File: config.mk
export PLATFORM = sky130hd
export DESIGN_NAME = uri_query_percent_encoder_flat
export DESIGN_NICKNAME = d
export VERILOG_FILES = /design/src/hdl/uqpe_pkg.sv /design/src/hdl/uqpe_if.sv /design/src/hdl/uqpe_front.sv /design/src/hdl/uqpe_queue.sv /design/src/hdl/uqpe_back.sv /design/src/hdl/uri_query_percent_encoder.sv /design/src/flat_wrapper.sv
export SDC_FILE = /design/constraint.sdc
export NUM_CORES = 1
export LEC_CHECK = 0
export BUFFER_PORTS_ARGS = -buffer_cell sky130_fd_sc_hd__buf_2
export CORE_ASPECT_RATIO = 1.4
export CORE_MARGIN = 10
export CORE_UTILIZATION = 30
export CTS_CLUSTER_SIZE = 20
export DETAILED_ROUTE_END_ITERATION = 6
export PLACE_DENSITY_LB_ADDON = 0.12
export SKIP_CTS_REPAIR_TIMING = 1
export SYNTH_ARGS = -nofsm -noshare
export SYNTH_HDL_FRONTEND = slang
export SYNTH_HIERARCHICAL = 1
export SYNTH_SLANG_ARGS = --single-unit
export TNS_END_PERCENT = 50
File: constraint.sdc
create_clock -name clk -period 9.8 [get_ports clk]
set_input_delay 1.47 -clock clk [delete_from_list [all_inputs] [get_ports clk]]
set_output_delay 1.47 -clock clk [all_outputs]
set_load 0.01 [all_outputs]
File: src/hdl/uqpe_pkg.sv
// Types, character constants and byte classification for the query percent encoder.
// No dependencies; used by every other file of the block except uqpe_if.
package uqpe_pkg;

  localparam int unsigned LEN_W = 16;

  localparam logic [7:0] CH_PERCENT = 8'h25;
  localparam logic [7:0] CH_DIGIT0  = 8'h30;
  localparam logic [7:0] CH_HEX_A10 = 8'h37;  // 'A' - 10
  localparam logic [LEN_W-1:0] MAX_LEN_RESET = 16'd1023;

  typedef enum logic [1:0] {
    KIND_PLAIN,
    KIND_HEX,
    KIND_OVF
  } kind_t;

  typedef struct packed {
    kind_t      kind;
    logic [7:0] data;
    logic       last;
  } cmd_t;

  function automatic logic passes_plain(input logic [7:0] c);
    logic alnum;
    logic mark;
    alnum = (c >= 8'h61 && c <= 8'h7A) || (c >= 8'h41 && c <= 8'h5A) ||
            (c >= 8'h30 && c <= 8'h39);
    case (c)
      8'h2D, 8'h2E, 8'h5F, 8'h7E,
      8'h21, 8'h24, 8'h26, 8'h27, 8'h28, 8'h29,
      8'h2A, 8'h2B, 8'h2C, 8'h3B, 8'h3D,
      8'h3A, 8'h40, 8'h2F, 8'h3F: mark = 1'b1;
      default: mark = 1'b0;
    endcase
    return alnum || mark;
  endfunction

  function automatic logic [7:0] hex_digit(input logic [3:0] v);
    logic [7:0] ext;
    ext = {4'h0, v};
    return (v < 4'd10) ? (CH_DIGIT0 + ext) : (CH_HEX_A10 + ext);
  endfunction

endpackage

File: src/hdl/uqpe_if.sv
// Channel interfaces of the query percent encoder: input bytes, output characters,
// and the configuration write channel. Depends on nothing.
interface uqpe_in_if;
  logic       valid;
  logic       ready;
  logic [7:0] in_byte;
  logic       in_last;
  modport source (output valid, output in_byte, output in_last, input ready);
  modport sink   (input valid, input in_byte, input in_last, output ready);
endinterface

interface uqpe_out_if;
  logic       valid;
  logic       ready;
  logic [7:0] out_char;
  logic       out_last;
  logic       status;
  modport source (output valid, output out_char, output out_last, output status,
                  input ready);
  modport sink   (input valid, input out_char, input out_last, input status,
                  output ready);
endinterface

interface uqpe_cfg_if;
  logic        valid;
  logic        ready;
  logic [15:0] data;
  modport source (output valid, output data, input ready);
  modport sink   (input valid, input data, output ready);
endinterface

File: src/hdl/uqpe_front.sv
// Front end: accepts input bytes, classifies them, tracks encoded length and
// overflow, and pushes commands to the queue. Depends on uqpe_pkg and uqpe_if.
module uqpe_front (
  input  logic                   clk,
  input  logic                   rst,
  uqpe_in_if.sink                in_ch,
  uqpe_cfg_if.sink               cfg,
  output logic                   push_valid,
  input  logic                   push_ready,
  output uqpe_pkg::cmd_t         push_data
);

  logic [uqpe_pkg::LEN_W-1:0] max_len;
  logic [uqpe_pkg::LEN_W-1:0] out_count;
  logic                       discarding;
  logic                       accept;
  logic                       plain;
  logic [1:0]                 need;
  logic [uqpe_pkg::LEN_W:0]   sum;
  logic                       ovf;

  assign cfg.ready   = 1'b1;
  assign in_ch.ready = push_ready || discarding;
  assign accept      = in_ch.valid && in_ch.ready;

  assign plain = uqpe_pkg::passes_plain(in_ch.in_byte);
  assign need  = plain ? 2'd1 : 2'd3;
  assign sum   = {1'b0, out_count} + {{(uqpe_pkg::LEN_W-1){1'b0}}, need};
  assign ovf   = sum > {1'b0, max_len};

  assign push_valid = in_ch.valid && !discarding;
  always_comb begin
    push_data.data = in_ch.in_byte;
    push_data.last = in_ch.in_last;
    if (ovf) begin
      push_data.kind = uqpe_pkg::KIND_OVF;
    end else if (plain) begin
      push_data.kind = uqpe_pkg::KIND_PLAIN;
    end else begin
      push_data.kind = uqpe_pkg::KIND_HEX;
    end
  end

  always_ff @(posedge clk) begin
    if (rst) begin
      max_len    <= uqpe_pkg::MAX_LEN_RESET;
      out_count  <= '0;
      discarding <= 1'b0;
    end else begin
      if (cfg.valid && cfg.ready) begin
        max_len <= cfg.data;
      end
      if (accept) begin
        if (discarding) begin
          if (in_ch.in_last) begin
            discarding <= 1'b0;
            out_count  <= '0;
          end
        end else if (ovf) begin
          out_count  <= '0;
          discarding <= !in_ch.in_last;
        end else begin
          out_count <= in_ch.in_last ? '0 : sum[uqpe_pkg::LEN_W-1:0];
        end
      end
    end
  end

  a_count_bounded: assert property (@(posedge clk) disable iff (rst)
    out_count <= max_len || $past(cfg.valid))
    else $error("encoded length passed max_len");

endmodule

File: src/hdl/uqpe_queue.sv
// Short command queue between front and back ends.
// Depends on uqpe_pkg.
module uqpe_queue #(
  parameter int unsigned DEPTH = 4
) (
  input  logic           clk,
  input  logic           rst,
  input  logic           push_valid,
  output logic           push_ready,
  input  uqpe_pkg::cmd_t push_data,
  output logic           pop_valid,
  input  logic           pop_ready,
  output uqpe_pkg::cmd_t pop_data
);

  localparam int unsigned PTR_W = (DEPTH > 1) ? $clog2(DEPTH) : 1;
  localparam int unsigned CNT_W = $clog2(DEPTH + 1);
  localparam logic [PTR_W-1:0] PTR_LAST = PTR_W'(DEPTH - 1);
  localparam logic [CNT_W-1:0] CNT_FULL = CNT_W'(DEPTH);

  uqpe_pkg::cmd_t   mem [DEPTH];
  logic [PTR_W-1:0] wr_ptr;
  logic [PTR_W-1:0] rd_ptr;
  logic [CNT_W-1:0] count;
  logic             push;
  logic             pop;

  assign push_ready = count != CNT_FULL;
  assign pop_valid  = count != '0;
  assign pop_data   = mem[rd_ptr];
  assign push       = push_valid && push_ready;
  assign pop        = pop_valid && pop_ready;

  always_ff @(posedge clk) begin
    if (push) begin
      mem[wr_ptr] <= push_data;
    end
  end

  always_ff @(posedge clk) begin
    if (rst) begin
      wr_ptr <= '0;
      rd_ptr <= '0;
      count  <= '0;
    end else begin
      if (push) begin
        wr_ptr <= (wr_ptr == PTR_LAST) ? '0 : wr_ptr + 1'b1;
      end
      if (pop) begin
        rd_ptr <= (rd_ptr == PTR_LAST) ? '0 : rd_ptr + 1'b1;
      end
      if (push && !pop) begin
        count <= count + 1'b1;
      end else if (pop && !push) begin
        count <= count - 1'b1;
      end
    end
  end

  a_count_range: assert property (@(posedge clk) disable iff (rst)
    count <= CNT_FULL)
    else $error("queue count out of range");

  a_count_track: assert property (@(posedge clk) disable iff (rst)
    (push && !pop) |=> count == $past(count) + 1'b1)
    else $error("queue count lost a transfer");

endmodule

File: src/hdl/uqpe_back.sv
// Back end: expands queued commands into output characters, one per cycle while
// out_ch is ready, through an output register. Depends on uqpe_pkg and uqpe_if.
module uqpe_back (
  input  logic           clk,
  input  logic           rst,
  input  logic           pop_valid,
  output logic           pop_ready,
  input  uqpe_pkg::cmd_t pop_data,
  uqpe_out_if.source     out_ch
);

  uqpe_pkg::cmd_t cur;
  logic           cur_valid;
  logic [1:0]     phase;
  logic           ov;
  logic [7:0]     ov_char;
  logic           ov_last;
  logic           ov_status;
  logic           can_load;
  logic           fire;
  logic           final_ch;
  logic [7:0]     char_next;
  logic           last_next;
  logic           status_next;

  assign can_load  = !ov || out_ch.ready;
  assign fire      = cur_valid && can_load;
  assign pop_ready = !cur_valid || (fire && final_ch);

  always_comb begin
    final_ch    = 1'b1;
    char_next   = cur.data;
    last_next   = cur.last;
    status_next = 1'b0;
    case (cur.kind)
      uqpe_pkg::KIND_PLAIN: begin
        char_next = cur.data;
      end
      uqpe_pkg::KIND_HEX: begin
        final_ch = phase == 2'd2;
        last_next = cur.last && final_ch;
        if (phase == 2'd0) begin
          char_next = uqpe_pkg::CH_PERCENT;
        end else if (phase == 2'd1) begin
          char_next = uqpe_pkg::hex_digit(cur.data[7:4]);
        end else begin
          char_next = uqpe_pkg::hex_digit(cur.data[3:0]);
        end
      end
      uqpe_pkg::KIND_OVF: begin
        char_next   = 8'h00;
        last_next   = 1'b1;
        status_next = 1'b1;
      end
      default: begin
        char_next = cur.data;
      end
    endcase
  end

  always_ff @(posedge clk) begin
    if (rst) begin
      cur_valid <= 1'b0;
      phase     <= 2'd0;
      ov        <= 1'b0;
    end else begin
      if (pop_ready) begin
        cur_valid <= pop_valid;
        phase     <= 2'd0;
      end else if (fire) begin
        phase <= phase + 2'd1;
      end
      if (can_load) begin
        ov <= fire;
      end
    end
  end

  always_ff @(posedge clk) begin
    if (pop_ready) begin
      cur <= pop_data;
    end
    if (fire) begin
      ov_char   <= char_next;
      ov_last   <= last_next;
      ov_status <= status_next;
    end
  end

  assign out_ch.valid    = ov;
  assign out_ch.out_char = ov_char;
  assign out_ch.out_last = ov_last;
  assign out_ch.status   = ov_status;

  a_ovf_shape: assert property (@(posedge clk) disable iff (rst)
    (ov && ov_status) |-> (ov_char == 8'h00 && ov_last))
    else $error("overflow result malformed");

  a_phase_range: assert property (@(posedge clk) disable iff (rst)
    cur_valid |-> phase != 2'd3)
    else $error("expansion phase out of range");

endmodule

File: src/hdl/uri_query_percent_encoder.sv
// Top level of the query percent encoder: front end, command queue, back end.
// Depends on uqpe_pkg, uqpe_if, uqpe_front, uqpe_queue and uqpe_back.
//
// Bytes of a query string enter on in_ch, one per transfer, with in_last on the
// final byte; the encoded text leaves on out_ch one character per transfer. A byte
// in the unreserved or sub-delimiter sets, or one of : @ / ?, passes unchanged;
// any other byte becomes '%' and two uppercase hex digits. The output channel, one
// character per cycle while out_ch is ready, sets the sustained rate; the front end
// keeps taking bytes while the QUEUE_DEPTH-entry command queue has room, and bytes
// dropped after an overflow are taken without entering the queue. If a string's
// encoded length would pass max_len (written on cfg, reset 1023), one result with
// status 1, out_char 0 and out_last 1 is sent and the rest of the string is dropped.
// Write cfg only while the block is idle.
module uri_query_percent_encoder #(
  parameter int unsigned QUEUE_DEPTH = 4
) (
  input  logic        clk,
  input  logic        rst,
  uqpe_in_if.sink     in_ch,
  uqpe_out_if.source  out_ch,
  uqpe_cfg_if.sink    cfg
);

  logic           push_valid;
  logic           push_ready;
  uqpe_pkg::cmd_t push_data;
  logic           pop_valid;
  logic           pop_ready;
  uqpe_pkg::cmd_t pop_data;

  uqpe_front u_front (
    .clk        (clk),
    .rst        (rst),
    .in_ch      (in_ch),
    .cfg        (cfg),
    .push_valid (push_valid),
    .push_ready (push_ready),
    .push_data  (push_data)
  );

  uqpe_queue #(
    .DEPTH (QUEUE_DEPTH)
  ) u_queue (
    .clk        (clk),
    .rst        (rst),
    .push_valid (push_valid),
    .push_ready (push_ready),
    .push_data  (push_data),
    .pop_valid  (pop_valid),
    .pop_ready  (pop_ready),
    .pop_data   (pop_data)
  );

  uqpe_back u_back (
    .clk       (clk),
    .rst       (rst),
    .pop_valid (pop_valid),
    .pop_ready (pop_ready),
    .pop_data  (pop_data),
    .out_ch    (out_ch)
  );

endmodule
File: src/flat_wrapper.sv
// flat-port wrapper written by rule: the top's interface ports become plain ports
module uri_query_percent_encoder_flat 
#(
  parameter int unsigned QUEUE_DEPTH = 4
)
  (clk, rst, in_ch_valid, in_ch_in_byte, in_ch_in_last, in_ch_ready, out_ch_valid, out_ch_out_char, out_ch_out_last, out_ch_status, out_ch_ready, cfg_valid, cfg_data, cfg_ready);
  uqpe_in_if in_ch_i ();
  uqpe_out_if out_ch_i ();
  uqpe_cfg_if cfg_i ();
  input  logic clk;
  input  logic rst;
  input wire logic [$bits(in_ch_i.valid)-1:0] in_ch_valid;
  input wire logic [$bits(in_ch_i.in_byte)-1:0] in_ch_in_byte;
  input wire logic [$bits(in_ch_i.in_last)-1:0] in_ch_in_last;
  output wire logic [$bits(in_ch_i.ready)-1:0] in_ch_ready;
  output wire logic [$bits(out_ch_i.valid)-1:0] out_ch_valid;
  output wire logic [$bits(out_ch_i.out_char)-1:0] out_ch_out_char;
  output wire logic [$bits(out_ch_i.out_last)-1:0] out_ch_out_last;
  output wire logic [$bits(out_ch_i.status)-1:0] out_ch_status;
  input wire logic [$bits(out_ch_i.ready)-1:0] out_ch_ready;
  input wire logic [$bits(cfg_i.valid)-1:0] cfg_valid;
  input wire logic [$bits(cfg_i.data)-1:0] cfg_data;
  output wire logic [$bits(cfg_i.ready)-1:0] cfg_ready;
  assign in_ch_i.valid = in_ch_valid;
  assign in_ch_i.in_byte = in_ch_in_byte;
  assign in_ch_i.in_last = in_ch_in_last;
  assign in_ch_ready = in_ch_i.ready;
  assign out_ch_valid = out_ch_i.valid;
  assign out_ch_out_char = out_ch_i.out_char;
  assign out_ch_out_last = out_ch_i.out_last;
  assign out_ch_status = out_ch_i.status;
  assign out_ch_i.ready = out_ch_ready;
  assign cfg_i.valid = cfg_valid;
  assign cfg_i.data = cfg_data;
  assign cfg_ready = cfg_i.ready;
  uri_query_percent_encoder #(.QUEUE_DEPTH(QUEUE_DEPTH)) u_core (.clk(clk), .rst(rst), .in_ch(in_ch_i), .out_ch(out_ch_i), .cfg(cfg_i));
endmodule
==> impl_metrics.py <==
metrics = {
    "status": {
        "status": "completed",
    },
    "placement": {
        "routabilityCongestion": 0.815,
        "portBuffers": 41,
        "placed_area_um2": 5710,
        "dp_hpwl_um": 8220,
    },
    "routing": {
        "drt_pass1_iterations": 4,
        "routed_wl_um": 10900,
        "viasPerCell": 4.68,
        "vias": 3360,
        "first_iter_violations": 71,
        "avgRoutedWirePerCell_um": 15.2,
        "drc": 0,
        "ant_nets": 0,
    },
    "floorplan": {
        "core_region_area_um2": 17400,
        "chipWidth_um": 133,
        "dieArea_um2": 23600,
        "pin_count": 43,
        "start_util_pct": 30.7,
        "rows": 57,
        "dieHeight_um": 178,
    },
    "global_route": {
        "grt_pass1_vias": 3532,
        "gr-total-overflow": 0,
        "grt_max_degree": 26,
        "grtUsageTotal_pct": 9.77,
        "grt_pass1_wl_um": 18300,
        "antenna_found_initial": 0,
    },
    "clock_network": {
        "clk_pin_slew_worst_paths_ns": 0.07,
        "cts_sinks": 111,
        "clk_path_buf_depth": 2,
        "clk_latency_ns": 0.35,
        "cts_made_buffers": 9,
        "cts_tree": "built",
        "cts_root_buffer": "clkbuf_16",
        "htree_levels": 3,
    },
    "layout": {
        "fill_cells": 1814,
        "area_growth_pct": 12.1,
        "antennaDiodeCount": 0,
        "drive_above_1_share_pct": 20.1,
        "nets": 539,
        "final_area_um2": 5980,
    },
    "flow_run": {
        "cap_violations": 0,
    },
    "worst_setup_path": {
        "r2r_cells": 12,
        "crit_chain": "buf_2, nand2b_1, a21oi_1, nor2_1, o31ai_1, a21o_1, fa_1, nand2_1, or2_1, nor2_1, xor2_1, ha_1, nand4_1, nor3_1, a2111oi_1, a211oi_2, or2_2, nor2b_1",
        "rr_startpoint": "u_core/u_front/out_count[0]",
        "worst_path_max_delay_cell": "a2111oi_1",
        "crit_fanout": 8,
        "critPathLaunchType": "primary input",
        "max_stage_delay_ns": 0.68,
        "path_class": "primary input to flop",
        "cp_common_cell": "nor2_1",
        "cp_top_family": "compound AO/OA/AOI/OAI gates",
        "crit_required_ns": 9.97,
        "r2r_slack_ns": 6.05,
        "critical_path_buf_inv_count": 1,
        "critPathCaptureType": "flop",
        "arrival_ns": 5.54,
        "r2r_end": "u_core/u_queue/mem[0][9]",
    },
    "logic_synthesis": {
        "mappedNetlistArea_um2": 5340,
        "synth_seq_cells": 111,
        "yosysSeqAreaShare_pct": 53.8,
        "ys.flop_type": "edfxtp_1",
        "synth-edff-count": 65,
        "ys_types": 63,
        "async_reset_ff_share_pct": 0,
        "avgSynthCellArea_um2": 12.0,
        "synthesis.nets": 508,
        "synth_cells": 446,
        "yosysWarnings": 6,
    },
    "timing": {
        "drv_slew": 0,
        "rsz0062_at_grt": "false",
        "fin_skew_ns": 0.00284,
        "tns_ns": 0,
        "setup_violations": 0,
        "max-slew-margin-rel_pct": 46.2,
        "post-route-period-util_pct": 54.7,
        "finalHoldViolations": 0,
        "worst_pin_slew_ns": 0.806,
        "finalCriticalPeriod_ns": 5.36,
        "timing.fmax_mhz": 187,
    },
    "power_and_ir_drop": {
        "total_power_mw": 1.39,
        "netSwitchingPower_mw": 0.434,
        "seqPwrFrac_pct": 48.8,
        "clockPowerShare_pct": 24.7,
        "power_leakage_nw": 2.37,
        "p_comb_share_pct": 26.5,
        "sw_frac_of_total_pct": 31.3,
        "peakVddDrop_mv": 0.0776,
        "power.density_nw_per_um2": 232,
        "cellInternalPower_mw": 0.953,
    },
    "hold_path": {
        "hp-start": "u_core/u_front/out_count[15]",
        "min_path_type": "flop to flop",
        "hold_path_depth": 1,
        "hold_end": "u_core/u_front/out_count[15]",
    },
}
## state kept, by name, summed over array words and instances (netlist names), named ones only
signal                         flops
u_core/u_front/max_len            16
u_core/u_queue/rd_ptr              2
u_core/u_back/out_ch.out_last      1
u_core/u_queue/wr_ptr              2
u_core/u_queue/count               3
u_core/u_back/out_ch.out_char      8
u_core/u_queue/mem                44
u_core/u_back/out_ch.status        1
u_core/u_back/cur                 11
u_core/u_front/out_count          16
u_core/u_back/out_ch.valid         1
u_core/u_back/cur_valid            1
u_core/u_back/phase                2
u_core/u_front/discarding          1
## cell usage after synthesis, drive strengths merged, types with 3 or more instances
library cell  count  area share (%)
nor2b             5            0.73
a221oi            3            0.73
a211oi            6            0.94
xnor2            10             1.6
o211ai           12             1.7
nand3             9            0.84
dfxtp            46              17
mux4             11             4.6
and3              5            0.68
or3               5            0.75
o31ai             5            0.80
nand4             5            0.59
mux2i            11             2.1
nand2b            9             1.2
clkbuf            8            0.61
a21o              4            0.59
a21oi            19             1.8
edfxtp           65              37
o21ai             8            0.75
xor2              7             1.1
or2               6            0.70
inv              37             2.6
buf              15             2.1
nand2            37             2.6
nor2             24             1.8
ha               30             7.0
nor3              9            0.84
a22o             15             2.5
## cells in the final DEF (no fill, tap or decap), types with 3 or more instances in the layout
| cell type | n |
|---|---|
| edfxtp_1 | 65 |
| dfxtp_1 | 46 |
| buf_2 | 41 |
| inv_1 | 37 |
| nand2_1 | 37 |
| ha_1 | 30 |
| nor2_1 | 23 |
| a21oi_1 | 19 |
| a22o_1 | 12 |
| o211ai_1 | 12 |
| mux2i_1 | 11 |
| mux4_2 | 11 |
| xnor2_1 | 10 |
| clkbuf_16 | 9 |
| nand3_1 | 9 |
| nor3_1 | 9 |
| nand2b_1 | 8 |
| xor2_1 | 7 |
| o21ai_0 | 6 |
| a211oi_1 | 5 |
| nand4_1 | 5 |
| nor2b_1 | 4 |
| or2_2 | 4 |
| o31ai_1 | 4 |
| and3_2 | 4 |
| a21o_1 | 3 |
| or3_2 | 3 |
| a22o_2 | 3 |
## how the worst max path moves through the flow
stage                                   endpoint  depth (start not counted)             start  slack [ns]
finish                  u_core/u_queue/mem[0][9]                         18  in_ch_in_byte[1]        4.44
global route            u_core/u_queue/mem[1][9]                         18  in_ch_in_byte[1]        4.09
CTS                     u_core/u_queue/mem[3][9]                         18  in_ch_in_byte[1]        4.38
detailed placement      u_core/u_queue/mem[3][9]                         18  in_ch_in_byte[1]        4.01
global placement        u_core/u_queue/mem[0][9]                         18  in_ch_in_byte[1]        4.07
floorplan           u_core/u_front/out_count[15]                         20  in_ch_in_byte[1]        4.97
## final cells by class
cell class | count | area (um^2) | share of cell area [%]
timing repair buffer | 43 | 220 | 3.68
multi-input combinational | 274 | 2180 | 36.4
inverter | 38 | 143 | 2.38
clock inverter | 7 | 47.5 | 0.795
sequential | 111 | 2870 | 48.0
tap | 236 | 295 | 4.94
clock buffer | 9 | 225 | 3.76
## routing by layer
metal / vias to the layer above / part of all wire [%] / track usage (%)
met5: - / 0 / 0
met4: 0 / 2.8 / 4.73
met3: 20 / 3.9 / 2.83
met2: 54 / 55 / 18.2
met1: 1608 / 39 / 9.75
li1: 1678 / - / -
## through the flow
step	hold slack, ns	worst slack (ns)	std cells	utilization [%]
detailed placement	0.465	4.01	702	32.8
CTS	0.488	4.38	718	34.4
finish	0.485	4.44	718	34.4
global placement	0.465	4.07	702	32.8
global route	0.517	4.09	718	34.4
floorplan	0.442	4.97	446	-
## logic make-up (layout without fill, tap and decap cells)
group | count (synthesis) | in the layout | synth area share [%]
mux | 23 | 23 | 6.92
simple gates | 121 | 121 | 12.2
other cells | 1 | 1 | 0.0703
buf+inv | 61 | 97 | 5.37
xor+xnor | 17 | 17 | 2.79
fa+ha+maj | 32 | 32 | 7.78
compound gates | 80 | 80 | 11.1
flops | 111 | 111 | 53.8
## power groups by stage
stage | sequential (mW) | combinational (mW) | clock [mW]
after floorplan | 0.665 | 0.289 | 0
after global placement | 0.688 | 0.370 | 0
after detailed placement | 0.690 | 0.375 | 0
after CTS | 0.680 | 0.377 | 0.360
after global routing | 0.691 | 0.417 | 0.377
final | 0.677 | 0.368 | 0.343
No activity file was read; power rests on OpenSTA's default activity.
